<file path="src/hdl/adl_pkg.sv">
// shared types and constants for the array deque: sizes, op and status codes,
// the command word passed from the front end to the back end, back end states
// no dependencies
package adl_pkg;

	localparam int DEPTH    = 32;
	localparam int IDX_W    = $clog2(DEPTH);
	localparam int LIVE_W   = IDX_W + 1;
	localparam int VALUE_W  = 32;
	localparam int COUNT_W  = 8;
	localparam int OP_W     = 3;
	localparam int STATUS_W = 2;
	localparam int CMP_W    = (COUNT_W > LIVE_W) ? COUNT_W : LIVE_W;

	// command queue between front and back end
	localparam int QDEPTH = 2;
	localparam int QPTR_W = (QDEPTH > 1) ? $clog2(QDEPTH) : 1;
	localparam int QFILL_W = $clog2(QDEPTH + 1);

	typedef enum logic [OP_W-1:0] {
		OP_PUSH_REAR  = 3'd0,
		OP_PUSH_FRONT = 3'd1,
		OP_POP_FRONT  = 3'd2,
		OP_POP_REAR   = 3'd3,
		OP_READOUT    = 3'd4
	} op_t;

	typedef enum logic [STATUS_W-1:0] {
		ST_OK           = 2'd0,
		ST_FULL         = 2'd1,
		ST_WAS_EMPTY    = 2'd2,
		ST_BECAME_EMPTY = 2'd3
	} status_t;

	typedef struct packed {
		op_t                       kind;
		logic signed [VALUE_W-1:0] value;
		logic [COUNT_W-1:0]        count;
	} cmd_t;

	typedef enum logic [1:0] {
		BK_IDLE,
		BK_SHIFT,
		BK_SHIFT_FIN,
		BK_READ
	} back_state_t;

endpackage

</file>
<file path="src/hdl/adl_ram.sv">
// generic single write port, single read port ram with registered read data
// no dependencies
module adl_ram #(
	parameter int WIDTH = 32,
	parameter int DEPTH = 32
) (
	input  logic                     clk,
	input  logic                     we,
	input  logic [$clog2(DEPTH)-1:0] waddr,
	input  logic [WIDTH-1:0]         wdata,
	input  logic [$clog2(DEPTH)-1:0] raddr,
	output logic [WIDTH-1:0]         rdata
);

	logic [WIDTH-1:0] mem_q [DEPTH];
	logic [WIDTH-1:0] rdata_q;

	always_ff @(posedge clk) begin
		if (we) begin
			mem_q[waddr] <= wdata;
		end
		rdata_q <= mem_q[raddr];
	end

	assign rdata = rdata_q;

endmodule

</file>
<file path="src/hdl/adl_front.sv">
// front end: takes words on the start/busy handshake, drops unknown ops,
// and queues the rest as commands for the back end; uses adl_pkg
module adl_front (
	input  logic                           clk,
	input  logic                           arst_n,
	input  logic                           start,
	output logic                           busy,
	input  logic [adl_pkg::OP_W-1:0]       op,
	input  logic signed [adl_pkg::VALUE_W-1:0] value,
	input  logic [adl_pkg::COUNT_W-1:0]    count,
	output adl_pkg::cmd_t                  cmd,
	output logic                           cmd_valid,
	input  logic                           cmd_take
);

	adl_pkg::cmd_t                 cmdq_q [adl_pkg::QDEPTH];
	logic [adl_pkg::QPTR_W-1:0]    wr_ptr_q;
	logic [adl_pkg::QPTR_W-1:0]    rd_ptr_q;
	logic [adl_pkg::QFILL_W-1:0]   fill_q;
	logic                          accept;
	logic                          known;
	logic                          push_en;
	logic                          pop_en;
	adl_pkg::cmd_t                 cmd_in;

	assign accept = start && !busy;
	assign busy   = (fill_q == adl_pkg::QFILL_W'(adl_pkg::QDEPTH));

	// classify: ops beyond read out are ignored entirely
	always_comb begin
		known = 1'b0;
		case (op)
			adl_pkg::OP_PUSH_REAR,
			adl_pkg::OP_PUSH_FRONT,
			adl_pkg::OP_POP_FRONT,
			adl_pkg::OP_POP_REAR,
			adl_pkg::OP_READOUT: known = 1'b1;
			default:             known = 1'b0;
		endcase
	end

	assign cmd_in.kind  = adl_pkg::op_t'(op);
	assign cmd_in.value = value;
	assign cmd_in.count = count;

	assign push_en   = accept && known;
	assign cmd_valid = (fill_q != '0);
	assign pop_en    = cmd_take && cmd_valid;
	assign cmd       = cmdq_q[rd_ptr_q];

	always_ff @(posedge clk) begin
		if (push_en) begin
			cmdq_q[wr_ptr_q] <= cmd_in;
		end
	end

	always_ff @(posedge clk or negedge arst_n) begin
		if (!arst_n) begin
			wr_ptr_q <= '0;
			rd_ptr_q <= '0;
			fill_q   <= '0;
		end else begin
			if (push_en) begin
				if (wr_ptr_q == adl_pkg::QPTR_W'(adl_pkg::QDEPTH - 1)) begin
					wr_ptr_q <= '0;
				end else begin
					wr_ptr_q <= wr_ptr_q + adl_pkg::QPTR_W'(1);
				end
			end
			if (pop_en) begin
				if (rd_ptr_q == adl_pkg::QPTR_W'(adl_pkg::QDEPTH - 1)) begin
					rd_ptr_q <= '0;
				end else begin
					rd_ptr_q <= rd_ptr_q + adl_pkg::QPTR_W'(1);
				end
			end
			if (push_en && !pop_en) begin
				fill_q <= fill_q + adl_pkg::QFILL_W'(1);
			end else if (pop_en && !push_en) begin
				fill_q <= fill_q - adl_pkg::QFILL_W'(1);
			end
		end
	end

endmodule

</file>
<file path="src/hdl/adl_back.sv">
// back end: executes queued commands against the entry ram, shifts entries
// for front pushes, streams read out words; uses adl_pkg and adl_ram
module adl_back (
	input  logic                               clk,
	input  logic                               arst_n,
	input  adl_pkg::cmd_t                      cmd,
	input  logic                               cmd_valid,
	output logic                               cmd_take,
	output logic                               strobe,
	output logic [adl_pkg::STATUS_W-1:0]       status,
	output logic signed [adl_pkg::VALUE_W-1:0] element,
	output logic                               last
);

	adl_pkg::back_state_t               state_q, state_d;
	logic [adl_pkg::IDX_W-1:0]          head_q, head_d;
	logic [adl_pkg::IDX_W-1:0]          tail_q, tail_d;
	logic                               empty_q, empty_d;
	logic [adl_pkg::IDX_W-1:0]          ptr_q, ptr_d;
	logic signed [adl_pkg::VALUE_W-1:0] value_q, value_d;

	logic                               strobe_q, strobe_d;
	adl_pkg::status_t                   status_q, status_d;
	logic signed [adl_pkg::VALUE_W-1:0] element_q, element_d;
	logic                               last_q, last_d;

	logic                               we;
	logic [adl_pkg::IDX_W-1:0]          waddr;
	logic [adl_pkg::VALUE_W-1:0]        wdata;
	logic [adl_pkg::IDX_W-1:0]          raddr;
	logic [adl_pkg::VALUE_W-1:0]        rdata;

	logic                               full;
	logic [adl_pkg::LIVE_W-1:0]         live;
	logic                               pop_all;

	adl_ram #(
		.WIDTH(adl_pkg::VALUE_W),
		.DEPTH(adl_pkg::DEPTH)
	) u_ram (
		.clk  (clk),
		.we   (we),
		.waddr(waddr),
		.wdata(wdata),
		.raddr(raddr),
		.rdata(rdata)
	);

	assign full    = !empty_q && (tail_q == adl_pkg::IDX_W'(adl_pkg::DEPTH - 1));
	assign live    = {1'b0, tail_q} - {1'b0, head_q} + adl_pkg::LIVE_W'(1);
	assign pop_all = (adl_pkg::CMP_W'(cmd.count) >= adl_pkg::CMP_W'(live));

	// next state
	always_comb begin
		state_d = state_q;
		case (state_q)
			adl_pkg::BK_IDLE: begin
				if (cmd_valid) begin
					case (cmd.kind)
						adl_pkg::OP_PUSH_FRONT: begin
							if (!empty_q && !full) begin
								state_d = adl_pkg::BK_SHIFT;
							end
						end
						adl_pkg::OP_READOUT: begin
							if (!empty_q) begin
								state_d = adl_pkg::BK_READ;
							end
						end
						default: ;
					endcase
				end
			end
			adl_pkg::BK_SHIFT: begin
				if (ptr_q == head_q) begin
					state_d = adl_pkg::BK_SHIFT_FIN;
				end
			end
			adl_pkg::BK_SHIFT_FIN: state_d = adl_pkg::BK_IDLE;
			adl_pkg::BK_READ: begin
				if (ptr_q == tail_q) begin
					state_d = adl_pkg::BK_IDLE;
				end
			end
			default: state_d = adl_pkg::BK_IDLE;
		endcase
	end

	// outputs and datapath
	always_comb begin
		cmd_take  = 1'b0;
		we        = 1'b0;
		waddr     = ptr_q + adl_pkg::IDX_W'(1);
		wdata     = rdata;
		raddr     = ptr_q;
		head_d    = head_q;
		tail_d    = tail_q;
		empty_d   = empty_q;
		ptr_d     = ptr_q;
		value_d   = value_q;
		strobe_d  = 1'b0;
		status_d  = adl_pkg::ST_OK;
		element_d = '0;
		last_d    = 1'b0;
		case (state_q)
			adl_pkg::BK_IDLE: begin
				if (cmd_valid) begin
					cmd_take = 1'b1;
					case (cmd.kind)
						adl_pkg::OP_PUSH_REAR, adl_pkg::OP_PUSH_FRONT: begin
							if (empty_q) begin
								we       = 1'b1;
								waddr    = '0;
								wdata    = cmd.value;
								head_d   = '0;
								tail_d   = '0;
								empty_d  = 1'b0;
								strobe_d = 1'b1;
								last_d   = 1'b1;
							end else if (full) begin
								strobe_d = 1'b1;
								status_d = adl_pkg::ST_FULL;
								last_d   = 1'b1;
							end else if (cmd.kind == adl_pkg::OP_PUSH_REAR) begin
								we       = 1'b1;
								waddr    = tail_q + adl_pkg::IDX_W'(1);
								wdata    = cmd.value;
								tail_d   = tail_q + adl_pkg::IDX_W'(1);
								strobe_d = 1'b1;
								last_d   = 1'b1;
							end else begin
								// start the shift from the rear entry downward
								raddr   = tail_q;
								ptr_d   = tail_q;
								value_d = cmd.value;
							end
						end
						adl_pkg::OP_POP_FRONT, adl_pkg::OP_POP_REAR: begin
							strobe_d = 1'b1;
							last_d   = 1'b1;
							if (empty_q) begin
								status_d = adl_pkg::ST_WAS_EMPTY;
							end else if (pop_all) begin
								status_d = adl_pkg::ST_BECAME_EMPTY;
								head_d   = '0;
								tail_d   = '0;
								empty_d  = 1'b1;
							end else if (cmd.kind == adl_pkg::OP_POP_FRONT) begin
								head_d = head_q + adl_pkg::IDX_W'(cmd.count);
							end else begin
								tail_d = tail_q - adl_pkg::IDX_W'(cmd.count);
							end
						end
						adl_pkg::OP_READOUT: begin
							if (empty_q) begin
								strobe_d = 1'b1;
								status_d = adl_pkg::ST_WAS_EMPTY;
								last_d   = 1'b1;
							end else begin
								raddr = head_q;
								ptr_d = head_q;
							end
						end
						default: ;
					endcase
				end
			end
			adl_pkg::BK_SHIFT: begin
				// entry at ptr arrives now, moves up one slot
				we    = 1'b1;
				waddr = ptr_q + adl_pkg::IDX_W'(1);
				wdata = rdata;
				if (ptr_q != head_q) begin
					raddr = ptr_q - adl_pkg::IDX_W'(1);
					ptr_d = ptr_q - adl_pkg::IDX_W'(1);
				end
			end
			adl_pkg::BK_SHIFT_FIN: begin
				we       = 1'b1;
				waddr    = head_q;
				wdata    = value_q;
				tail_d   = tail_q + adl_pkg::IDX_W'(1);
				strobe_d = 1'b1;
				last_d   = 1'b1;
			end
			adl_pkg::BK_READ: begin
				strobe_d  = 1'b1;
				element_d = rdata;
				last_d    = (ptr_q == tail_q);
				if (ptr_q != tail_q) begin
					raddr = ptr_q + adl_pkg::IDX_W'(1);
					ptr_d = ptr_q + adl_pkg::IDX_W'(1);
				end
			end
			default: ;
		endcase
	end

	always_ff @(posedge clk) begin
		ptr_q     <= ptr_d;
		value_q   <= value_d;
		status_q  <= status_d;
		element_q <= element_d;
		last_q    <= last_d;
	end

	always_ff @(posedge clk or negedge arst_n) begin
		if (!arst_n) begin
			state_q  <= adl_pkg::BK_IDLE;
			head_q   <= '0;
			tail_q   <= '0;
			empty_q  <= 1'b1;
			strobe_q <= 1'b0;
		end else begin
			state_q  <= state_d;
			head_q   <= head_d;
			tail_q   <= tail_d;
			empty_q  <= empty_d;
			strobe_q <= strobe_d;
		end
	end

	assign strobe  = strobe_q;
	assign status  = status_q;
	assign element = element_q;
	assign last    = last_q;

	a_empty_idx: assert property (@(posedge clk) disable iff (!arst_n)
		empty_q |-> (head_q == '0 && tail_q == '0))
		else $error("empty store with nonzero indices");

	a_order: assert property (@(posedge clk) disable iff (!arst_n)
		!empty_q |-> (head_q <= tail_q))
		else $error("head index past tail index");

	a_err_word: assert property (@(posedge clk) disable iff (!arst_n)
		(strobe_q && status_q != adl_pkg::ST_OK) |-> (last_q && element_q == '0))
		else $error("error status word not final or carries data");

	a_take_idle: assert property (@(posedge clk) disable iff (!arst_n)
		cmd_take |-> (state_q == adl_pkg::BK_IDLE && cmd_valid))
		else $error("command taken while busy");

	a_read_live: assert property (@(posedge clk) disable iff (!arst_n)
		(state_q == adl_pkg::BK_READ || state_q == adl_pkg::BK_SHIFT) |-> !empty_q)
		else $error("walking an empty store");

endmodule

</file>
<file path="src/hdl/array_deque_linear.sv">
// top level of the array deque: front end, command queue and back end
// uses adl_pkg, adl_front, adl_back
//
// usage
//   input words are taken at a rising edge with start high and busy low;
//   op selects push rear, push front, pop front, pop rear or read out,
//   value is the word to push, count the number of entries to pop.
//   unknown op codes are dropped and give no result.
//   a two deep command queue lets start be taken while the back end works;
//   busy rises only when that queue is full.
//   results come out for one cycle each with strobe high; the receiver
//   cannot stall, so every strobed word must be taken when shown.
//   last marks the final result word of a command; element is zero except
//   for read out words.
// sequencing
//   push rear and pops: the accepted word waits in the command queue; the
//   back end takes and finishes it in idle and registers the result word.
//   push front: shift state, one ram read and write per cycle moving entries
//   up one slot from rear to front; shift fin writes the new front word.
//   read out: read state, one word per cycle from the registered ram read
//   port, front to rear, up to DEPTH words.
// reset
//   arst_n clears the indices, marks the store empty and empties the
//   command queue; the entry ram is not cleared and needs no sweep.
module array_deque_linear (
	input  logic                                clk,
	input  logic                                arst_n,
	input  logic                                start,
	output logic                                busy,
	input  logic [adl_pkg::OP_W-1:0]            op,
	input  logic signed [adl_pkg::VALUE_W-1:0]  value,
	input  logic [adl_pkg::COUNT_W-1:0]         count,
	output logic                                strobe,
	output logic [adl_pkg::STATUS_W-1:0]        status,
	output logic signed [adl_pkg::VALUE_W-1:0]  element,
	output logic                                last
);

	// command word from the queue head and its handshake to the back end
	adl_pkg::cmd_t cmd;
	logic          cmd_valid;
	logic          cmd_take;

	// front end classifies and queues
	adl_front u_front (
		.clk      (clk),
		.arst_n   (arst_n),
		.start    (start),
		.busy     (busy),
		.op       (op),
		.value    (value),
		.count    (count),
		.cmd      (cmd),
		.cmd_valid(cmd_valid),
		.cmd_take (cmd_take)
	);

	// back end owns the store and drives the registered result word
	adl_back u_back (
		.clk      (clk),
		.arst_n   (arst_n),
		.cmd      (cmd),
		.cmd_valid(cmd_valid),
		.cmd_take (cmd_take),
		.strobe   (strobe),
		.status   (status),
		.element  (element),
		.last     (last)
	);

endmodule

</file>
<file path="config.mk">
export PLATFORM = sky130hd
export DESIGN_NAME = array_deque_linear
export DESIGN_NICKNAME = d
export VERILOG_FILES = /design/src/hdl/adl_pkg.sv /design/src/hdl/adl_ram.sv /design/src/hdl/adl_front.sv /design/src/hdl/adl_back.sv /design/src/hdl/array_deque_linear.sv
export SDC_FILE = /design/constraint.sdc
export NUM_CORES = 1
export LEC_CHECK = 0
export ABC_AREA = 1
export CAP_MARGIN = 30
export CELL_PAD_IN_SITES_DETAIL_PLACEMENT = 0
export CELL_PAD_IN_SITES_GLOBAL_PLACEMENT = 2
export CORE_UTILIZATION = 49
export CTS_BUF_LIST = sky130_fd_sc_hd__clkbuf_8
export DETAILED_ROUTE_END_ITERATION = 16
export DONT_BUFFER_PORTS = 1
export MAX_ROUTING_LAYER = met4
export PLACE_DENSITY_LB_ADDON = 0.1
export SYNTH_ARGS = -nofsm -noshare
export SYNTH_HDL_FRONTEND = slang
export SYNTH_HIERARCHICAL = 1
export SYNTH_SLANG_ARGS = --single-unit
</file>
<file path="constraint.sdc">
create_clock -name clk -period 8.88 [get_ports clk]
set_input_delay 1.332 -clock clk [delete_from_list [all_inputs] [get_ports clk]]
set_output_delay 1.332 -clock clk [all_outputs]
set_load 0.1 [all_outputs]
</file>
==> results_dict.tcl, run 1 <==
set metrics [dict create \
    syn_to_final_growth_pct 10.18 \
    grt_max_degree 231 \
    slowest_stage "nor2_4" \
    wl_per_cell_um 24.30 \
    path_buf_inv 4 \
    cts-buffers-inserted 198 \
    rsz0062_at_grt "false" \
    floorplan.initialDensity_pct 49.39 \
    htreeDepth 4 \
    fill_cells 9029 \
    cts_tree "built" \
    ys_ff_latch 1232 \
    synth_flop_cell "edfxtp_1" \
    avgSynthCellArea_um2 11.40 \
    drv_cap 0 \
    hp-class "in2async" \
    die_h_um 325.0 \
    io_pins 83 \
    grt_usage_pct 28.71 \
    setup_violations 0 \
    num_vias 33607 \
    yosysWarnings 6 \
    ys_seq_area_share_pct 70.79 \
    cp.arrival_ns 5.82 \
    clk_path_buf_depth 3 \
    critPathMaxFanout 44 \
    netlist_instances 4485 \
    ctsHoldBuffers 0 \
    worstMarginPinSlew_ns 1.098 \
    grt_pass1_wl_um 216600 \
    fmax_mhz 187.6 \
    antenna_found_initial 2 \
    core_area_um2 103500 \
    dieArea_um2 105600 \
    crit_path_cell_trace "inv_6 > nand2_1 > nand2_1 > nor2_4 > nand2_4 > inv_2 > nand2_2 > nand2_2 > nand2_4 > inv_4 > a21oi_1 > nor2_1 > nand3_1 > nor2_4 > buf_4" \
    max_stage_delay_ns 0.86 \
    drc 0 \
    crit_family "simple AND/OR/NAND/NOR gates" \
    finalHoldViolations 0 \
    rows 118 \
    required_ns 9.37 \
    post_synth_num_cell_types 47 \
    min_period_over_period_pct 60.04 \
    slew_headroom_pct 26.82 \
    ant_nets 0 \
    synth_top_area_share_pct 67.08 \
    die_x_um 325.0 \
    reg2reg_slack_ns 3.55 \
    grt_overflow 0 \
    yosysTopAreaCell "edfxtp_1" \
    gp_congestion 0.8415 \
    clock-sinks 1232 \
    clock_skew_ns 0.05244 \
    routed_wl_um 147700 \
    synthTopCellsByArea "edfxtp_1 67%, nand2_1 13%, nand3_1 8.0%" \
    first_iter_violations 3172 \
    slew_violations 0 \
    fin_nets 4616 \
    setup_tns_ns 0 \
    grt_pass1_vias 32376 \
    syn-cell-area_um2 51120 \
    cts.clk_slew.worst_paths_ns 0.06 \
    layout_min_cycle_time_ns 5.331 \
    status "finished, final reports clean" \
    reg2regPathDepth 15 \
    io_buffer_count 0 \
    syn_nets 4566 \
    hpwl_um 82120 \
    critPathKind "reg2reg" \
    drive_above_1_share_pct 9.687 \
    clock_latency_ns 0.89 \
    crit_path_end_kind "register" \
    crit_path_start_kind "register" \
    vias_per_cell 5.529 \
    cp_num_cells 15 \
    synth_edf_count 1142 \
    root_buffer "clkbuf_8" \
    dr.pass1.iters 5 \
    cts.repair.resized 0 \
    async_flop_share_pct 1.461 \
    cts_setup_buffers 0 \
]
registers in the layout (all words and copies together), names as in the netlist, 5 cells and up:
register and count:
u_back/u_ram/rdata 32, u_back/value_q 32, u_back/tail_q 5, u_front/cmdq_q 86
u_back/element 32, u_back/ptr_q 5, u_back/head_q 5, u_back/u_ram/mem_q 1024
cells by family after synthesis:
kind of cell,after synthesis,share of synthesized area [%]
and+or+nand+nor,2678,21.89
DFF,1232,70.79
buffers and inverters,365,4.295
AOI/OAI and AO/OA,155,1.787
adders and majority gates,35,0.9007
xor gates and xnor gates,20,0.3427
cell usage in the layout (no fill, tap or decap), drive strengths merged, types with 4 or more instances in the layout:
master / Yosys / layout
o21ai: 92 / 92
a21oi: 17 / 17
nor2: 101 / 101
nand3: 822 / 822
inv: 111 / 197
nand2: 1737 / 1737
xor2: 8 / 8
clkinvlp: 0 / 4
nor3: 4 / 4
a22oi: 34 / 34
clkbuf: 36 / 207
clkinv: 0 / 56
buf: 218 / 104
dfrtp: 17 / 17
nand4: 7 / 7
ha: 32 / 32
edfxtp: 1142 / 1142
dfxtp: 72 / 72
o22ai: 4 / 4
bufinv: 0 / 9
xnor2: 12 / 12
layer usage:
metal | vias up | track usage (%) | wire length [µm]
met2 | 1063 | 44.87 | 70690
met4 | 0 | 8.285 | 3404
li1 | 15637 | - | -
met3 | 223 | 4.214 | 8741
met1 | 16684 | 39.25 | 64860
met5 | - | - | 0
metrics by stage:
stage                     utilization (%)  setup slack (ns)  instances  hold slack, ns  instance area (µm²)
after floorplan                         -             4.868       4485          0.4202                51120
final                               54.42             3.549       6078          0.1313                56320
after detailed placement            50.71             3.561       5714          0.4649                52480
after global routing                54.42             3.177       6078         0.08186                56320
after global placement              50.51             3.553       5703          0.4549                52270
after CTS                           54.39             3.531       6076         0.03812                56290
final cells by class:
type                    count  area, µm²  share of cell area (%)
flip-flops and latches   1232      36190                   64.25
clock buffers             207       2849                   5.058
inverters                 111      454.2                  0.8064
diodes                      1      2.502                0.004443
repair buffers            104      950.9                   1.688
multi-input cells        2888      13190                   23.42
well taps                1380       1727                   3.066
clock inverters           155      963.4                   1.711
synth_stat cells (12+ instances only):
library cell / count
a21oi_1: 16
a22oi_1: 34
buf_1: 21
buf_2: 90
buf_4: 31
buf_6: 73
clkbuf_1: 36
dfrtp_1: 17
dfxtp_1: 72
edfxtp_1: 1142
ha_1: 32
inv_1: 102
nand2_1: 1729
nand3_1: 821
nor2_1: 98
o21ai_0: 53
o21ai_1: 36
xnor2_1: 12
worst reg2reg max path: stages (launching register included):
cell and delay, ns:
dfrtp_1 0.65, inv_6 0.25, nand2_1 0.13, nand2_1 0.16, nor2_4 0.26, nand2_4 0.07, inv_2 0.07, nand2_2 0.07
nand2_2 0.10, nand2_4 0.23, inv_4 0.41, a21oi_1 0.12, nor2_1 0.30, nand3_1 0.69, nor2_4 0.86, buf_4 0.54
final timing paths:
kind,to,from
setup / recovery,u_back/u_ram/mem_q[20][27]$_DFFE_PP_,u_front/rd_ptr_q$_DFFE_PN0P_
hold / removal,u_back/head_q[0]$_DFFE_PN0P_,arst_n
setup reg to reg,u_back/u_ram/mem_q[20][27]$_DFFE_PP_,u_front/rd_ptr_q$_DFFE_PN0P_
hold reg to reg,u_back/element[31]$_SDFF_PN0_,u_back/u_ram/rdata[31]$_DFF_P_
max in group asynchronous,u_back/empty_q$_DFFE_PN1P_,arst_n
min in group clk,u_back/element[31]$_SDFF_PN0_,u_back/u_ram/rdata[31]$_DFF_P_
Power of run 1 is not shown: default switching activity piles up to over one toggle a cycle in this logic, so the estimate is an artifact.
==> run 2: changes to the inputs <==
--- a/config.mk
+++ b/config.mk
@@ -9,7 +9,7 @@
 export CAP_MARGIN = 30
 export CELL_PAD_IN_SITES_DETAIL_PLACEMENT = 0
 export CELL_PAD_IN_SITES_GLOBAL_PLACEMENT = 2
-export CORE_UTILIZATION = 49
+export CORE_UTILIZATION = 41
 export CTS_BUF_LIST = sky130_fd_sc_hd__clkbuf_8
 export DETAILED_ROUTE_END_ITERATION = 16
 export DONT_BUFFER_PORTS = 1
==> constraint.sdc (replaced) <==
create_clock -name clk -period 4.46 [get_ports clk]
set_input_delay 0.669 -clock clk [delete_from_list [all_inputs] [get_ports clk]]
set_output_delay 0.669 -clock clk [all_outputs]
set_load 0.1 [all_outputs]
==> run 2 against run 1 <==
Effect of this change:
- via count is 1.6% higher
- final cell count is 7.1% higher
- clock-buffer cell count grew 34
- sequential share of layout area is 2.3 points lower
- fmax up 39%
- first-iteration DRC count is 0.50% lower
- sequential cell count did not move
- critical path type unchanged
- critical endpoint is now u_back/u_ram/mem_q[5][25]$_DFFE_PP_
==> results_dict.tcl, run 2 (synthesis results as in run 1) <==
set metrics [dict create \
    status "finished, final reports clean" \
    reg2regPathDepth 15 \
    drive_above_1_share_pct 11.99 \
    crit_path_start_kind "register" \
    clk_path_buf_depth 3 \
    rsz0062_at_grt "false" \
    cts.clk_slew.worst_paths_ns 0.06 \
    wl_per_cell_um 24.75 \
    grt_usage_pct 26.44 \
    reg2reg_from "u_front/rd_ptr_q$_DFFE_PN0P_" \
    die_x_um 355.1 \
    ant_nets 0 \
    setup_violations 0 \
    min_period_over_period_pct 85.90 \
    layout_common_cells "1,725 x nand2_1, 1,142 x edfxtp_1, 820 x nand3_1" \
    routed_wl_um 161100 \
    gp_congestion 0.8426 \
    cts-buffers-inserted 209 \
    drv_cap 0 \
    clock_skew_ns 0.05951 \
    first_iter_violations 3156 \
    final_area_um2 58450 \
    reg2reg_slack_ns 0.63 \
    regMostFlops "u_back/u_ram/mem_q" \
    clock-sinks 1232 \
    layout_min_cycle_time_ns 3.831 \
    root_buffer "clkbuf_8" \
    critPathKind "reg2reg" \
    io_buffer_count 0 \
    syn_to_final_growth_pct 14.34 \
    largest_reg_flops 1024 \
    worstMarginPinSlew_ns 1.033 \
    grt_pass1_vias 33684 \
    final_common_cell "nand2_1" \
    critPathMaxFanout 24 \
    io_pins 83 \
    rows 129 \
    crit_path_end_kind "register" \
    finalHoldViolations 0 \
    slew_headroom_pct 31.01 \
    hp-class "in2async" \
    dr.pass1.iters 5 \
    die_h_um 355.1 \
    r2r_end "u_back/u_ram/mem_q[5][25]$_DFFE_PP_" \
    core_area_um2 123600 \
    layout_setup_ws_ns 0.6290 \
    fill_cells 11483 \
    fin_nets 4765 \
    drc 0 \
    dp_slack_ns 0.6014 \
    reg_top3 "u_back/u_ram/mem_q (1024), u_front/cmdq_q (86)" \
    antenna_found_initial 2 \
    cts_tree "built" \
    dieArea_um2 126100 \
    grt_overflow 0 \
    grt_pass1_wl_um 234600 \
    hpwl_um 90960 \
    floorplan.initialDensity_pct 41.35 \
    cp.arrival_ns 4.37 \
    vias_per_cell 5.247 \
    num_vias 34161 \
    slew_violations 0 \
    htreeDepth 4 \
    clock_latency_ns 0.96 \
    postPlaceCellArea_um2 53840 \
    grt_max_degree 105 \
    required_ns 5.00 \
    setup_tns_ns 0 \
    fmax_mhz 261.0 \
]
==> run 2: cell count changes in the layout (fill, tap and decap cells not counted), moves of 3 or more <==
| cell | delta |
|---|---|
| dlygate4sd3_1 | +45 |
| buf_4 | +65 |
| inv_1 | +6 |
| clkbuf_8 | +34 |
| o21ai_2 | +7 |
| clkinv_2 | +5 |
| bufinv_16 | -7 |
| o21ai_4 | -5 |
| buf_12 | +29 |
| inv_8 | +3 |
==> run 2: area by class of cell <==
type / instances / area [µm²] / share of cell area, %
sequential: 1232 / 36190 / 61.91
timing repair buffer: 242 / 2477 / 4.238
clock inverter: 157 / 795.8 / 1.361
antenna: 2 / 5.005 / 0.008562
clock buffer: 241 / 3317 / 5.675
tap: 1637 / 2048 / 3.504
multi-input combinational: 2888 / 13170 / 22.53
inverter: 111 / 455.4 / 0.7792
==> run 2: worst max path at each step <==
stage	from	endpoint	slack, ns	cells after the start
5_1_grt	u_back/tail_q[1]$_DFFE_PN0P_	u_back/u_ram/rdata[10]$_DFF_P_	0.30	22
3_3_place_gp	u_front/rd_ptr_q$_DFFE_PN0P_	u_back/u_ram/mem_q[0][20]$_DFFE_PP_	0.52	17
6_report	u_front/rd_ptr_q$_DFFE_PN0P_	u_back/u_ram/mem_q[5][25]$_DFFE_PP_	0.63	15
2_1_floorplan	u_back/tail_q[1]$_DFFE_PN0P_	u_back/value_q[0]$_DFFE_PP_	0.45	6
4_1_cts	u_back/tail_q[0]$_DFFE_PN0P_	u_back/u_ram/rdata[10]$_DFF_P_	0.60	22
3_5_place_dp	u_back/tail_q[0]$_DFFE_PN0P_	u_back/u_ram/rdata[10]$_DFF_P_	0.60	22
==> run 2: worst max-delay path, cell delays in order, from the launching register on <==
cell	delay (ns)
dfrtp_1	0.49
inv_6	0.07
nand2_1	0.07
nand2_1	0.10
buf_4	0.17
inv_1	0.07
nand2_1	0.10
nor2_1	0.24
nand2_1	0.15
nor3_1	0.19
a21oi_1	0.06
o21ai_1	0.30
nand3_1	0.20
buf_4	0.25
nor2_4	0.37
buf_4	0.57
==> run 2: timing repair <==
| action | 4_1_cts | 5_1_grt |
|---|---|---|
| hold buffers | 46 | 0 |
| buffers inserted | 0 | 0 |
| endpoints found under the hold margin | 105 | 0 |
| resized for setup | 0 | 0 |
==> run 2: metrics by stage <==
stage               instances  hold slack [ns]  util (%)
detailed placement       6063           0.3739     43.55
floorplan                4485           0.3734         -
global route             6510           0.1551     47.28
CTS                      6507           0.1143     47.26
finish                   6510           0.2246     47.28
global placement         6059           0.3739     43.47
==> run 2: per-layer routing <==
layer  up-vias  wire [µm]  track usage [%]
met5         -          0                -
met4         0       3079            6.517
met3       186       8103            3.882
met2       971      77420            42.12
met1     17048      72530            35.63
li1      15956          -                -
Power of run 2 is left out for the same reason.
